**src/sv/fcld_pkg.sv**
```systemverilog
package fcld_pkg;

    localparam int LINE_DEPTH = 64;
    localparam int LINE_AW    = $clog2(LINE_DEPTH);
    localparam int LEN_W      = LINE_AW + 1;
    localparam int CMD_MAX    = 8;
    localparam int CMD_AW     = 3;

    localparam logic [7:0] CH_LF = 8'h0A;
    localparam logic [7:0] CH_CR = 8'h0D;

    localparam logic OP_BYTE = 1'b0;
    localparam logic OP_TICK = 1'b1;

    localparam logic [1:0] REG_CMD_TEXT  = 2'd0;
    localparam logic [1:0] REG_CMD_LEN   = 2'd1;
    localparam logic [1:0] REG_THRESHOLD = 2'd2;
    localparam logic [1:0] REG_TIMEOUT   = 2'd3;

    typedef enum logic [1:0] {
        FIRE_NONE      = 2'd0,
        FIRE_DETECTED  = 2'd1,
        FIRE_CONFIRMED = 2'd2
    } fire_state_t;

    typedef struct packed {
        logic is_nul;
        logic is_blank;
        logic fold_eq;
    } char_class_t;

endpackage

```
**src/sv/fire_command_line_debouncer.sv**
```systemverilog
// Fire command line debouncer.
// Input stream: s_tdata carries a received serial byte, s_tuser tells a byte (0)
// from a one-millisecond tick (1). Every accepted word yields exactly one status
// word on the output stream (m_tdata), carrying the detector state, the
// suppression flag, per-word pulses and the wrapping fire event count.
// Ordinary bytes and ticks pass through the emit state before m_tvalid rises, and
// s_tready is high again from the edge that raises m_tvalid.
// A CR or LF that ends a non-empty line starts a walk over the line buffer, one
// byte per cycle through a RAM with separate write and read ports and a shared
// character compare unit. s_tready is low while a word is at work; one word is
// taken at a time.
// The result sits in an output register, so the next word is accepted while a
// result still waits; if m_tready stays low, the following result is held and
// s_tready drops until the output register frees.
// The APB port writes and reads the command text, command length, confirm
// threshold and timeout at byte addresses 0, 8, 16 and 24.
// Reset clears the line, detector state, counters and timer and restores the
// default configuration; the line RAM needs no clearing pass.
module fire_command_line_debouncer (
    input  logic        clk,
    input  logic        rst_n,
    input  logic        s_tvalid,
    output logic        s_tready,
    input  logic [7:0]  s_tdata,   // byte_value
    input  logic        s_tuser,   // opcode
    output logic        m_tvalid,
    input  logic        m_tready,
    output logic [23:0] m_tdata,   // fire_state[1:0], suppression_on, command_seen,
                                   // trigger_suppression, suppression_cleared,
                                   // event_total[15:0], zero pad
    input  logic        psel,
    input  logic        penable,
    input  logic        pwrite,
    input  logic [4:0]  paddr,
    input  logic [63:0] pwdata,
    output logic [63:0] prdata,
    output logic        pready
);
    import fcld_pkg::*;

    typedef enum logic [1:0] {
        S_IDLE,
        S_SCAN,
        S_FINISH,
        S_EMIT
    } seq_state_t;

    logic [63:0] cmd_text_reg;
    logic [3:0]  cmd_len_reg;
    logic [7:0]  thr_reg;
    logic [15:0] timeout_reg;
    logic [1:0]  reg_sel;

    seq_state_t          state_reg, state_next;
    logic                m_tvalid_reg, m_tvalid_next;
    logic [23:0]         m_tdata_reg, m_tdata_next;
    logic [LEN_W-1:0]    line_len_reg, line_len_next;
    logic [LEN_W-1:0]    rd_idx_reg, rd_idx_next;
    logic                data_vld_reg, data_vld_next;
    logic [LINE_AW-1:0]  data_idx_reg, data_idx_next;
    logic                nul_seen_reg, nul_seen_next;
    logic                found_reg, found_next;
    logic [LINE_AW-1:0]  start_reg, start_next;
    logic [LINE_AW-1:0]  last_reg, last_next;
    logic [CMD_MAX-1:0]  match_bits_reg, match_bits_next;
    fire_state_t         fire_reg, fire_next;
    logic [7:0]          count_reg, count_next;
    logic [15:0]         idle_reg, idle_next;
    logic                active_reg, active_next;
    logic [15:0]         events_reg, events_next;
    logic                seen_reg, seen_next;
    logic                trig_reg, trig_next;
    logic                cleared_reg, cleared_next;

    logic                accept;
    logic                is_eol;
    logic                wr_en;
    logic                rd_en;
    logic [7:0]          rd_data;
    logic [LINE_AW-1:0]  k_full;
    logic [CMD_AW-1:0]   k_low;
    logic                in_win;
    logic [7:0]          cmd_byte;
    char_class_t         cls;
    logic [LEN_W-1:0]    n_trim;
    logic [3:0]          cl;
    logic [CMD_MAX:0]    need_mask;
    logic                line_match;
    logic [7:0]          count_inc;
    logic [15:0]         idle_inc;

    // configuration registers
    assign pready  = 1'b1;
    assign reg_sel = paddr[4:3];

    always_ff @(posedge clk or negedge rst_n)
    begin
        if (!rst_n)
        begin
            cmd_text_reg <= 64'd0;
            cmd_len_reg  <= 4'd4;
            thr_reg      <= 8'd3;
            timeout_reg  <= 16'd3000;
        end
        else if (psel && penable && pwrite && pready)
        begin
            case (reg_sel)
                REG_CMD_TEXT:  cmd_text_reg <= pwdata;
                REG_CMD_LEN:   cmd_len_reg  <= pwdata[3:0];
                REG_THRESHOLD: thr_reg      <= pwdata[7:0];
                REG_TIMEOUT:   timeout_reg  <= pwdata[15:0];
                default:       cmd_text_reg <= cmd_text_reg;
            endcase
        end
    end

    always_comb
    begin
        case (reg_sel)
            REG_CMD_TEXT:  prdata = cmd_text_reg;
            REG_CMD_LEN:   prdata = {60'd0, cmd_len_reg};
            REG_THRESHOLD: prdata = {56'd0, thr_reg};
            REG_TIMEOUT:   prdata = {48'd0, timeout_reg};
            default:       prdata = 64'd0;
        endcase
    end

    // line buffer and shared compare unit
    assign s_tready = (state_reg == S_IDLE);
    assign accept   = s_tvalid && s_tready;
    assign is_eol   = (s_tdata == CH_LF) || (s_tdata == CH_CR);
    assign wr_en    = accept && (s_tuser == OP_BYTE) && !is_eol
                      && (int'(line_len_reg) < LINE_DEPTH - 1);
    assign rd_en    = (state_reg == S_SCAN) && (rd_idx_reg < line_len_reg);

    fcld_line_ram u_line_ram (
        .clk     (clk),
        .wr_en   (wr_en),
        .wr_addr (line_len_reg[LINE_AW-1:0]),
        .wr_data (s_tdata),
        .rd_en   (rd_en),
        .rd_addr (rd_idx_reg[LINE_AW-1:0]),
        .rd_data (rd_data)
    );

    assign k_full   = data_idx_reg - (found_reg ? start_reg : data_idx_reg);
    assign k_low    = CMD_AW'(k_full);
    assign in_win   = int'(k_full) < CMD_MAX;
    assign cmd_byte = 8'(cmd_text_reg >> {k_low, 3'b000});

    fcld_char_unit u_char_unit (
        .line_byte (rd_data),
        .cmd_byte  (cmd_byte),
        .cls       (cls)
    );

    // trimmed length and final verdict
    assign n_trim     = found_reg ? (LEN_W'(last_reg) - LEN_W'(start_reg) + LEN_W'(1))
                                  : LEN_W'(0);
    assign cl         = (cmd_len_reg > 4'd8) ? 4'd8 : cmd_len_reg;
    assign need_mask  = (CMD_MAX+1)'((CMD_MAX+1)'(1) << cl) - (CMD_MAX+1)'(1);
    assign line_match = (int'(n_trim) == int'(cl))
                        && (&(match_bits_reg | ~need_mask[CMD_MAX-1:0]));
    assign count_inc  = (count_reg == 8'hFF) ? count_reg : count_reg + 8'd1;
    assign idle_inc   = (idle_reg == 16'hFFFF) ? idle_reg : idle_reg + 16'd1;

    always_comb
    begin
        state_next      = state_reg;
        m_tvalid_next   = m_tvalid_reg;
        m_tdata_next    = m_tdata_reg;
        line_len_next   = line_len_reg;
        rd_idx_next     = rd_idx_reg;
        data_vld_next   = 1'b0;
        data_idx_next   = data_idx_reg;
        nul_seen_next   = nul_seen_reg;
        found_next      = found_reg;
        start_next      = start_reg;
        last_next       = last_reg;
        match_bits_next = match_bits_reg;
        fire_next       = fire_reg;
        count_next      = count_reg;
        idle_next       = idle_reg;
        active_next     = active_reg;
        events_next     = events_reg;
        seen_next       = seen_reg;
        trig_next       = trig_reg;
        cleared_next    = cleared_reg;

        if (m_tvalid_reg && m_tready)
        begin
            m_tvalid_next = 1'b0;
        end

        case (state_reg)
            S_IDLE:
            begin
                if (accept)
                begin
                    seen_next    = 1'b0;
                    trig_next    = 1'b0;
                    cleared_next = 1'b0;
                    state_next   = S_EMIT;
                    if (s_tuser == OP_TICK)
                    begin
                        idle_next = idle_inc;
                        if (fire_reg != FIRE_NONE && idle_inc > timeout_reg)
                        begin
                            cleared_next = active_reg;
                            fire_next    = FIRE_NONE;
                            count_next   = 8'd0;
                            active_next  = 1'b0;
                        end
                    end
                    else if (is_eol)
                    begin
                        if (line_len_reg != LEN_W'(0))
                        begin
                            rd_idx_next     = LEN_W'(0);
                            nul_seen_next   = 1'b0;
                            found_next      = 1'b0;
                            match_bits_next = '0;
                            state_next      = S_SCAN;
                        end
                    end
                    else if (wr_en)
                    begin
                        line_len_next = line_len_reg + LEN_W'(1);
                    end
                    else
                    begin
                        // overflow: restart line, drop byte
                        line_len_next = LEN_W'(0);
                    end
                end
            end

            S_SCAN:
            begin
                if (rd_en)
                begin
                    rd_idx_next   = rd_idx_reg + LEN_W'(1);
                    data_vld_next = 1'b1;
                    data_idx_next = rd_idx_reg[LINE_AW-1:0];
                end
                if (data_vld_reg && !nul_seen_reg)
                begin
                    if (cls.is_nul)
                    begin
                        nul_seen_next = 1'b1;
                    end
                    else if (!cls.is_blank)
                    begin
                        if (!found_reg)
                        begin
                            found_next = 1'b1;
                            start_next = data_idx_reg;
                        end
                        last_next = data_idx_reg;
                        if (in_win)
                        begin
                            match_bits_next[k_low] = cls.fold_eq;
                        end
                    end
                    else if (found_reg && in_win)
                    begin
                        match_bits_next[k_low] = cls.fold_eq;
                    end
                end
                if (!rd_en && !data_vld_reg)
                begin
                    state_next = S_FINISH;
                end
            end

            S_FINISH:
            begin
                line_len_next = LEN_W'(0);
                if (line_match)
                begin
                    seen_next  = 1'b1;
                    idle_next  = 16'd0;
                    count_next = count_inc;
                    if (fire_reg == FIRE_NONE)
                    begin
                        fire_next   = FIRE_DETECTED;
                        events_next = events_reg + 16'd1;
                    end
                    if (count_inc >= thr_reg
                        && (fire_reg == FIRE_NONE || fire_reg == FIRE_DETECTED))
                    begin
                        fire_next   = FIRE_CONFIRMED;
                        active_next = 1'b1;
                        trig_next   = 1'b1;
                    end
                    else
                    begin
                        trig_next = (fire_reg == FIRE_CONFIRMED);
                    end
                end
                state_next = S_EMIT;
            end

            S_EMIT:
            begin
                if (!m_tvalid_reg || m_tready)
                begin
                    m_tvalid_next = 1'b1;
                    m_tdata_next  = {2'b00, events_reg, cleared_reg, trig_reg, seen_reg,
                                     active_reg, fire_reg};
                    state_next    = S_IDLE;
                end
            end

            default:
            begin
                state_next = S_IDLE;
            end
        endcase
    end

    always_ff @(posedge clk or negedge rst_n)
    begin
        if (!rst_n)
        begin
            state_reg      <= S_IDLE;
            m_tvalid_reg   <= 1'b0;
            line_len_reg   <= '0;
            rd_idx_reg     <= '0;
            data_vld_reg   <= 1'b0;
            nul_seen_reg   <= 1'b0;
            found_reg      <= 1'b0;
            fire_reg       <= FIRE_NONE;
            count_reg      <= 8'd0;
            idle_reg       <= 16'd0;
            active_reg     <= 1'b0;
            events_reg     <= 16'd0;
            seen_reg       <= 1'b0;
            trig_reg       <= 1'b0;
            cleared_reg    <= 1'b0;
        end
        else
        begin
            state_reg      <= state_next;
            m_tvalid_reg   <= m_tvalid_next;
            line_len_reg   <= line_len_next;
            rd_idx_reg     <= rd_idx_next;
            data_vld_reg   <= data_vld_next;
            nul_seen_reg   <= nul_seen_next;
            found_reg      <= found_next;
            fire_reg       <= fire_next;
            count_reg      <= count_next;
            idle_reg       <= idle_next;
            active_reg     <= active_next;
            events_reg     <= events_next;
            seen_reg       <= seen_next;
            trig_reg       <= trig_next;
            cleared_reg    <= cleared_next;
        end
    end

    always_ff @(posedge clk)
    begin
        m_tdata_reg    <= m_tdata_next;
        data_idx_reg   <= data_idx_next;
        start_reg      <= start_next;
        last_reg       <= last_next;
        match_bits_reg <= match_bits_next;
    end

    assign m_tvalid = m_tvalid_reg;
    assign m_tdata  = m_tdata_reg;

endmodule

```
**src/sv/fcld_line_ram.sv**
```systemverilog
module fcld_line_ram (
    input  logic                         clk,
    input  logic                         wr_en,
    input  logic [fcld_pkg::LINE_AW-1:0] wr_addr,
    input  logic [7:0]                   wr_data,
    input  logic                         rd_en,
    input  logic [fcld_pkg::LINE_AW-1:0] rd_addr,
    output logic [7:0]                   rd_data
);
    import fcld_pkg::*;

    logic [7:0] mem [LINE_DEPTH];

    always_ff @(posedge clk)
    begin
        if (wr_en)
        begin
            mem[wr_addr] <= wr_data;
        end
    end

    always_ff @(posedge clk)
    begin
        if (rd_en)
        begin
            rd_data <= mem[rd_addr];
        end
    end

endmodule

```
**src/sv/fcld_char_unit.sv**
```systemverilog
module fcld_char_unit (
    input  logic                  [7:0] line_byte,
    input  logic                  [7:0] cmd_byte,
    output fcld_pkg::char_class_t       cls
);
    import fcld_pkg::*;

    logic [7:0] line_fold;
    logic [7:0] cmd_fold;

    always_comb
    begin
        line_fold = line_byte;
        cmd_fold  = cmd_byte;
        if (line_byte >= 8'h41 && line_byte <= 8'h5A)
        begin
            line_fold = line_byte + 8'h20;
        end
        if (cmd_byte >= 8'h41 && cmd_byte <= 8'h5A)
        begin
            cmd_fold = cmd_byte + 8'h20;
        end
        cls.is_nul   = (line_byte == 8'h00);
        cls.is_blank = (line_byte == 8'h20) || (line_byte >= 8'h09 && line_byte <= 8'h0D);
        cls.fold_eq  = (line_fold == cmd_fold);
    end

endmodule

```
**config.mk**
```make
export PLATFORM = sky130hd
export DESIGN_NAME = fire_command_line_debouncer
export DESIGN_NICKNAME = d
export VERILOG_FILES = /design/src/sv/fcld_pkg.sv /design/src/sv/fire_command_line_debouncer.sv /design/src/sv/fcld_line_ram.sv /design/src/sv/fcld_char_unit.sv
export SDC_FILE = /design/constraint.sdc
export NUM_CORES = 1
export LEC_CHECK = 0
export BUFFER_PORTS_ARGS = -buffer_cell sky130_fd_sc_hd__buf_2
export CELL_PAD_IN_SITES_DETAIL_PLACEMENT = 0
export CELL_PAD_IN_SITES_GLOBAL_PLACEMENT = 1
export CORE_MARGIN = 3
export CORE_UTILIZATION = 35
export CTS_BUF_LIST = sky130_fd_sc_hd__clkbuf_4
export DETAILED_ROUTE_END_ITERATION = 7
export PLACE_DENSITY = 0.59
export SYNTH_ARGS = -nofsm -noshare
export SYNTH_HDL_FRONTEND = slang
export SYNTH_SLANG_ARGS = --single-unit
```
**constraint.sdc**
```tcl
create_clock -name clk -period 4.4 [get_ports clk]
set_clock_uncertainty 0.1 [all_clocks]
set_input_delay 0.22 -clock clk [delete_from_list [all_inputs] [get_ports clk]]
set_output_delay 0.22 -clock clk [all_outputs]
set_load 0.05 [all_outputs]
```
* Word level (Yosys, flattened, before mapping)
Memory sizes are Yosys's and may differ from the RTL's. A register that Yosys moved wholly into a read port is not among the register bits.
Index checks and enable logic that the tools add are counted.
** Operators by class
- Equal/unequal tests :: 34
- $lt $le $gt $ge :: 14
- Add/sub/neg operators :: 11
- Bitwise logic cells :: 5
- Shifts and indexed selects :: 2
- Muxes and demuxes :: 87
- Reduce and logical (&&, ||, !) cells :: 56
** Operators by type and width (count)
- 64-bit one-hot mux with 4 select lines :: 1
- 8-bit two-way mux :: 16
- 7-bit two-way mux :: 10
- 16-bit two-way mux :: 4
- 64-bit by 6-bit right shift with 8-bit output :: 1
- 16-bit by 1-bit adder with 16-bit output (second input constant) :: 2
- 16-bit one-hot mux with 2 select lines :: 1
- 8-bit one-hot mux with 2 select lines :: 2
- 1-bit two-way mux :: 28
- 7-bit one-hot mux with 2 select lines :: 2
- 2-bit two-way mux :: 12
- 7-bit by 1-bit adder with 7-bit output (second input constant) :: 3
- 1-bit logical AND :: 18
- 2-bit != test (second input constant) :: 9
- 6-bit AND reduction :: 3
- 8-bit by 6-bit adder with 8-bit output (second input constant) :: 2
- 16-bit equality test (second input constant) :: 1
- 8-bit by 4-bit equality test with 1-bit output (second input constant) :: 2
- 8-bit by 7-bit >= comparator with 1-bit output (second input constant) :: 2
- 16-bit > comparator :: 1
- 8-bit by 7-bit <= comparator with 1-bit output (second input constant) :: 2
- 8-bit AND reduction :: 2
- 2-bit by 1-bit != test with 1-bit output (second input constant) :: 7
- 2-bit AND reduction :: 7
- other kinds (43) :: 71
** Storage, ports and cells
- Memories kept :: 1
- RAM bits :: 512
- Flip-flop bits (word level) :: 206
- Output and inout port bits :: 91
- Word-level logic and storage cells :: 234
** Memories
- u_line_ram.mem :: depth 64, bits a word 8, rd ports 1, clocked after Yosys merged registers in 1, write ports 1, line fcld_line_ram.sv:12 : logic [7:0] mem [LINE_DEPTH];

* Logic depth before layout (Yosys ltp)
- Depth after elaboration :: 13
- Gate-level depth with buffers :: 21

* Cells and area by module
From an unflattened synthesis, not the netlist that was laid out.
** Unflattened totals
- Cells, all modules :: 2075
- Area total of the unflattened synthesis :: 31954.4 µm²
** By module, submodules not included
- fcld_line_ram :: cells an instance 972, area an instance 20270.7 µm², sequential area each 15615.0 µm², times used 1
- fire_command_line_debouncer :: cells an instance 1061, area an instance 11374.7 µm², sequential area each 5407.7 µm², times used 1
- fcld_char_unit :: cells an instance 42, area an instance 309.0 µm², sequential area each 0.0 µm², times used 1

* Least setup slack after synthesis
No wires, ideal clock.
- Kind :: reg-to-reg
- Start :: register found_reg
- End :: register match_bits_reg[2], data pin
- Arrival :: 4.145 ns
- Data required time :: 4.112 ns
- Path slack :: -0.033 ns
- Setup time :: 0.188 ns
- Cell stages (with the launch flop) :: 19
- Period minus slack after synthesis :: 4.433 ns
- Path through :: dfrtp_1 > buf_1 > nand2_1 > o21ai_0 > ha_1 > inv_1 > fa_1 > buf_2 > buf_6 > mux2_1 > mux4_2 > a21oi_2 > inv_1 > ha_1 > xnor3_1 > nand2_1 > mux2i_1 > nand4_1 > o41ai_1
** Between the ends
- Word-level cells in the longest chain between the ends :: 13
** Ends and longest elaborated chain
- start, declared :: line fire_command_line_debouncer.sv:62 : logic found_reg, found_next;
- start signal, assigned :: line fire_command_line_debouncer.sv:350 : found_reg <= found_next;
- 6-bit two-way mux (*)
- 6-bit subtractor (*) :: line fire_command_line_debouncer.sv:146 : assign k_full = data_idx_reg - (found_reg ? start_reg : data_idx_reg);
- 64-bit by 6-bit right shift with 8-bit output :: line fire_command_line_debouncer.sv:149 : assign cmd_byte = 8'(cmd_text_reg >> {k_low, 3'b000});
- 8-bit by 7-bit >= comparator with 1-bit output or 8-bit by 7-bit <= comparator with 1-bit output (tied branches) :: line fcld_char_unit.sv:19 : if (cmd_byte >= 8'h41 && cmd_byte <= 8'h5A)
- 1-bit logical AND :: line fcld_char_unit.sv:19
- 8-bit two-way mux :: line fcld_char_unit.sv:19
- 8-bit equality test :: line fcld_char_unit.sv:25 : cls.fold_eq = (line_fold == cmd_fold);
- 8-bit bitwise mux (*) :: line fire_command_line_debouncer.sv:262, fire_command_line_debouncer.sv:267
- 8-bit two-way mux, on equally long branches :: line fire_command_line_debouncer.sv:260, fire_command_line_debouncer.sv:265
- 8-bit two-way mux (*) :: line fire_command_line_debouncer.sv:252 : else if (!cls.is_blank)
- 8-bit two-way mux (*) :: line fire_command_line_debouncer.sv:248 : if (cls.is_nul)
- 8-bit two-way mux (*) :: line fire_command_line_debouncer.sv:246 : if (data_vld_reg && !nul_seen_reg)
- 8-bit one-hot mux with 2 select lines (*) :: line fire_command_line_debouncer.sv:195 : case (state_reg)
- end signal, assigned :: line fire_command_line_debouncer.sv:368 : match_bits_reg <= match_bits_next;
- end, declared :: line fire_command_line_debouncer.sv:65 : logic [CMD_MAX-1:0] match_bits_reg, match_bits_next;
Mark *: on every way between the ends. The rest lies on a longest branch, timed or not. The select of a mux whose other input is x is not followed.
A chain may end at the register's enable or synchronous reset.

* Worst setup path in the final report
- Start :: register found_reg
- End :: register match_bits_reg[7], data pin
Same word-level chain as after synthesis.

==> results.txt <==
----------------------------------------------------
[GRT]
  Pin count of the biggest net entering global routing ... roughly 80
  Grt total ovfl ... 0
  Wire length of the first global-routing pass ... 121.8 mm
  Vias in the first global route ... a little under 20k
  Overall Global Routing Usage ... 17.13%
  Number of antenna violations at the first check in global routing ... 3

[Worst hold path]
  Class of the most critical hold timing path ... in -> async

[Clocking]
  Master cell of the clock root buffer ... sky130_fd_sc_hd__clkbuf_4
  Number of clock buffers inserted by TritonCTS ... slightly below 200
  Clock transition time at the flip-flop clock pins of the worst setup and hold paths ... ~0.060 ns
  CTS H-tree lvls ... 4
  CTS tree ... done
  Worst-case clock buffer depth ... 3
  TritonCTS sink count ... around 730
  Clock insertion delay at the later pin of the skew report ... 1.06 ns

[Pwr]
  Power per unit of standard cell area ... ~500 mW/mm²
  Standby leakage power ... about 14 nW
  Worst-case vdd ir drop ... slightly below 0.3 mV

[Die]
  Number of primary I/O pins ... 176
  Die X ... 306.7 µm
  Floorplan die height ... roughly 300 µm
  Standard-cell row count ... ~110
  Area enclosed by the die boundary ... 0.09407 mm²
  Core area ... 0.08906 mm²
  Initial cell density of the core ... between 30% and 40%

[Place]
  Input/output buffers ... 169
  Post-DP HPWL ... 52.52 mm
  Placer Congestion ... approximately 0.81
  Total cell area at the placement stage ... 0.03447 mm²

[Routing]
  Residual DRC ... 0
  First-pass DRT Iterations ... 7
  Residual antenna-violating net count after detailed routing ... 0
  Iteration-0 DRC count of the detailed router ... 1360
  Detail-routed via count per cell ... just over 5
  Final routed wire length divided by cell count ... about 21 µm
  Via count ... slightly below 20k
  DRT Wirelength ... a little over 80 mm

[Worst setup path]
  Top delay family on crit path ... multiplexers
  Sort of element at the end of the critical path ... register
  CP Data Required Time ... 5.09 ns
  Chain of cells forming the critical path ... o21ai_1 -> ha_1 -> inv_1 -> fa_2 -> mux2_1 -> mux4_2 -> a21oi_4 -> inv_1 -> ha_1 -> xnor3_1 -> nand2_1 -> mux2i_1 -> nand4_1 -> buf_4 -> o31ai_1
  Crit path buffers/inverters ... 3
  Slowest CP cell ... sky130_fd_sc_hd__fa_2
  Reg-to-reg startpoint ... found_reg
  Kind of start point of the critical path ... register
  Maximum single-stage delay on the critical path ... between 0.6 and 0.7 ns
  Slack of the worst reg-to-reg path ... about 0.21 ns
  Peak fanout along the critical path ... 5
  Reg-to-reg endpoint ... match_bits_reg[7]
  Data arrival, critical path ... 4.88 ns
  Startpoint-to-endpoint class of the critical path ... reg -> reg
  Reg2Reg Depth ... 15

[Layout]
  Share of final-layout standard cells stronger than drive strength 1 ... around a third
  Utilization of the core after routing ... 43.82%
  Growth of design area from synthesis to finish ... 23.29%
  Fill cell count ... 7988
  Net count, final ... 2653
  Max FFs per register ... approximately 510
  Design Area, Final ... about 0.04 mm²

[STA]
  Minimum clock period ... approximately 4.2 ns
  Max-slew headroom ... 15.11%
  Measured slew at the worst slew-check pin ... 1.262 ns
  Total negative slack for setup checks ... 0 ns
  Final Hold Fails ... 0
  Max-slew violation count ... 0
  Max Clk Rate ... 238.8 MHz
  Period utilisation layout ... between 90% and 100%
  Number of setup violations in the final report ... 0

[Synth]
  Syn_area_per_cell ... 16.44 µm²
  Library cell occupying the most area in the post-synthesis netlist ... sky130_fd_sc_hd__edfxtp_1
  Number of flip-flops and latches in the synthesized netlist ... roughly 730
  Top cells by area, synth ... sky130_fd_sc_hd__edfxtp_1 54%, sky130_fd_sc_hd__mux4_2 13%, sky130_fd_sc_hd__dfrtp_1 12%, sky130_fd_sc_hd__mux2_2 2.7%, sky130_fd_sc_hd__ha_1 2.3%
  Number of synthesis warnings ... 0
  Number of flops mapped to enable cells by yosys ... roughly 570
  Fraction of the yosys area taken by sequential cells ... about two thirds
  Post-synth top flop ... sky130_fd_sc_hd__edfxtp_1
  Area fraction of the dominant cell type after synthesis ... between 50% and 60%
  Async set-or-reset flop fraction in the synthesized netlist ... between 20 and 25%
  Post-Synthesis Cells ... between 1.5k and 2k
  Netlist area before placement ... between 0.03 and 0.04 mm²
  Distinct cell type count of the synthesized netlist ... 77

[Outcome]
  Status ... finished, final reports clean

[Flow run]
  Number of violations of the max-capacitance limit ... 0

----------------------------------------------------
cell type report:
class	count	area, µm²	share of cell area (%)
clock inverter	51	317.8	0.8144
clock buffer	287	2155	5.522
inverter	60	225.2	0.5772
antenna	4	10.01	0.02565
tap	1165	1458	3.736
timing repair buffer	471	3702	9.488
multi-input combinational	1054	10120	25.94
sequential	726	21030	53.90
where the power goes:
group	total, mW	internal (mW)	leakage [nW]	switching [mW]
sequential	8.35	7.89	7.13	0.459
combinational	5.12	2.29	5.82	2.83
clock	5.90	3.02	1.47	2.87
total	19.4	13.2	14.4	6.16
logic make-up (layout without fill, tap and decap cells):
kind of cell,count (synthesis),count (layout),synth area share [%]
compound gates,229,229,4.815
xor+xnor,49,49,1.483
fa+ha+maj,61,61,2.459
buf+inv,154,869,1.917
flops,726,726,66.42
mux,275,275,16.25
other cells,2,15,0.02373
simple gates,429,429,6.626
layer usage:
layer,vias up,part of all wire [%],global-route usage (%)
met1,9710,43,22.76
li1,8807,-,-
met5,-,0,0
met3,166,6.4,4.332
met2,604,47,26.68
met4,0,3.5,7.655
cell usage in the layout, fill, tap and decap left out, drive strengths merged, types with 7 or more instances in the layout:
cell	count
o21a	9
or4	9
mux2	78
nand3b	7
nand2	109
xnor2	25
and2	49
a21oi	38
o31ai	14
conb	11
clkbuf	287
o211ai	9
edfxtp	568
a22o	19
nor2b	19
mux2i	14
inv	68
dfrtp	148
nand3	41
mux4	183
a21o	22
nor2	120
ha	59
buf	274
and3	13
dfstp	10
nor3	16
clkinv	43
xor2	23
nand4	14
o21ai	73
dlygate4sd3	197
nand2b	12
Yosys cell counts, types with 3 or more instances:
cell                        number
sky130_fd_sc_hd__a2111oi_0       3
sky130_fd_sc_hd__a211oi_1        3
sky130_fd_sc_hd__a21o_1         22
sky130_fd_sc_hd__a21oi_1        36
sky130_fd_sc_hd__a22o_1         19
sky130_fd_sc_hd__a31oi_1         4
sky130_fd_sc_hd__and2_1         49
sky130_fd_sc_hd__and3_1         13
sky130_fd_sc_hd__buf_1          18
sky130_fd_sc_hd__buf_2           8
sky130_fd_sc_hd__buf_4           3
sky130_fd_sc_hd__clkbuf_1       64
sky130_fd_sc_hd__dfrtp_1       148
sky130_fd_sc_hd__dfstp_2        10
sky130_fd_sc_hd__edfxtp_1      568
sky130_fd_sc_hd__ha_1           59
sky130_fd_sc_hd__inv_1          60
sky130_fd_sc_hd__mux2_2         77
sky130_fd_sc_hd__mux2i_1        14
sky130_fd_sc_hd__mux4_2        182
sky130_fd_sc_hd__nand2_1       109
sky130_fd_sc_hd__nand2b_1       12
sky130_fd_sc_hd__nand3_1        41
sky130_fd_sc_hd__nand3b_1        7
sky130_fd_sc_hd__nand4_1        14
sky130_fd_sc_hd__nor2_1        119
sky130_fd_sc_hd__nor2b_1        19
sky130_fd_sc_hd__nor3_1         16
sky130_fd_sc_hd__nor3b_1         3
sky130_fd_sc_hd__nor4_1          4
sky130_fd_sc_hd__o211ai_1        9
sky130_fd_sc_hd__o21a_1          9
sky130_fd_sc_hd__o21ai_0        70
sky130_fd_sc_hd__o22ai_1         5
sky130_fd_sc_hd__o31ai_1        14
sky130_fd_sc_hd__o41ai_1         4
sky130_fd_sc_hd__or3_1           5
sky130_fd_sc_hd__or4_1           9
sky130_fd_sc_hd__xnor2_1        24
sky130_fd_sc_hd__xor2_1         22
through the flow:
stage,worst slack (ns),hold slack (ns),power [mW],instances
after floorplan,0.09198,-0.1756,11.64,1934
after global placement,0.1335,0.2626,13.32,3277
after detailed placement,0.009654,0.2637,13.38,3277
after CTS,0.01180,0.05342,19.64,3813
after global routing,-0.04402,0.1281,20.43,3818
final,0.2131,0.2273,19.37,3818
worst min-delay path, delay by kind of cell:
family | cells | cell delay (ns)
buffers and inverters | 3 | 1.27
repair_timing:
action	4_1_cts	5_1_grt
hold buffers	198	0
endpoints found under the hold margin	808	0
setup buffers	0	1
setup endpoints to repair	0	19
gates resized for setup	0	14
worst max path at each step:
stage / startpoint / end / slack, ns / cells after the start
6_report: found_reg / match_bits_reg[7] / 0.21 / 15
5_1_grt: data_idx_reg[0] / match_bits_reg[3] / -0.04 / 16
4_1_cts: data_idx_reg[0] / match_bits_reg[0] / 0.01 / 16
3_5_place_dp: found_reg / match_bits_reg[0] / 0.01 / 15
3_3_place_gp: found_reg / match_bits_reg[5] / 0.13 / 14
2_1_floorplan: found_reg / match_bits_reg[2] / 0.09 / 17
(Power assumes the default switching activity.)
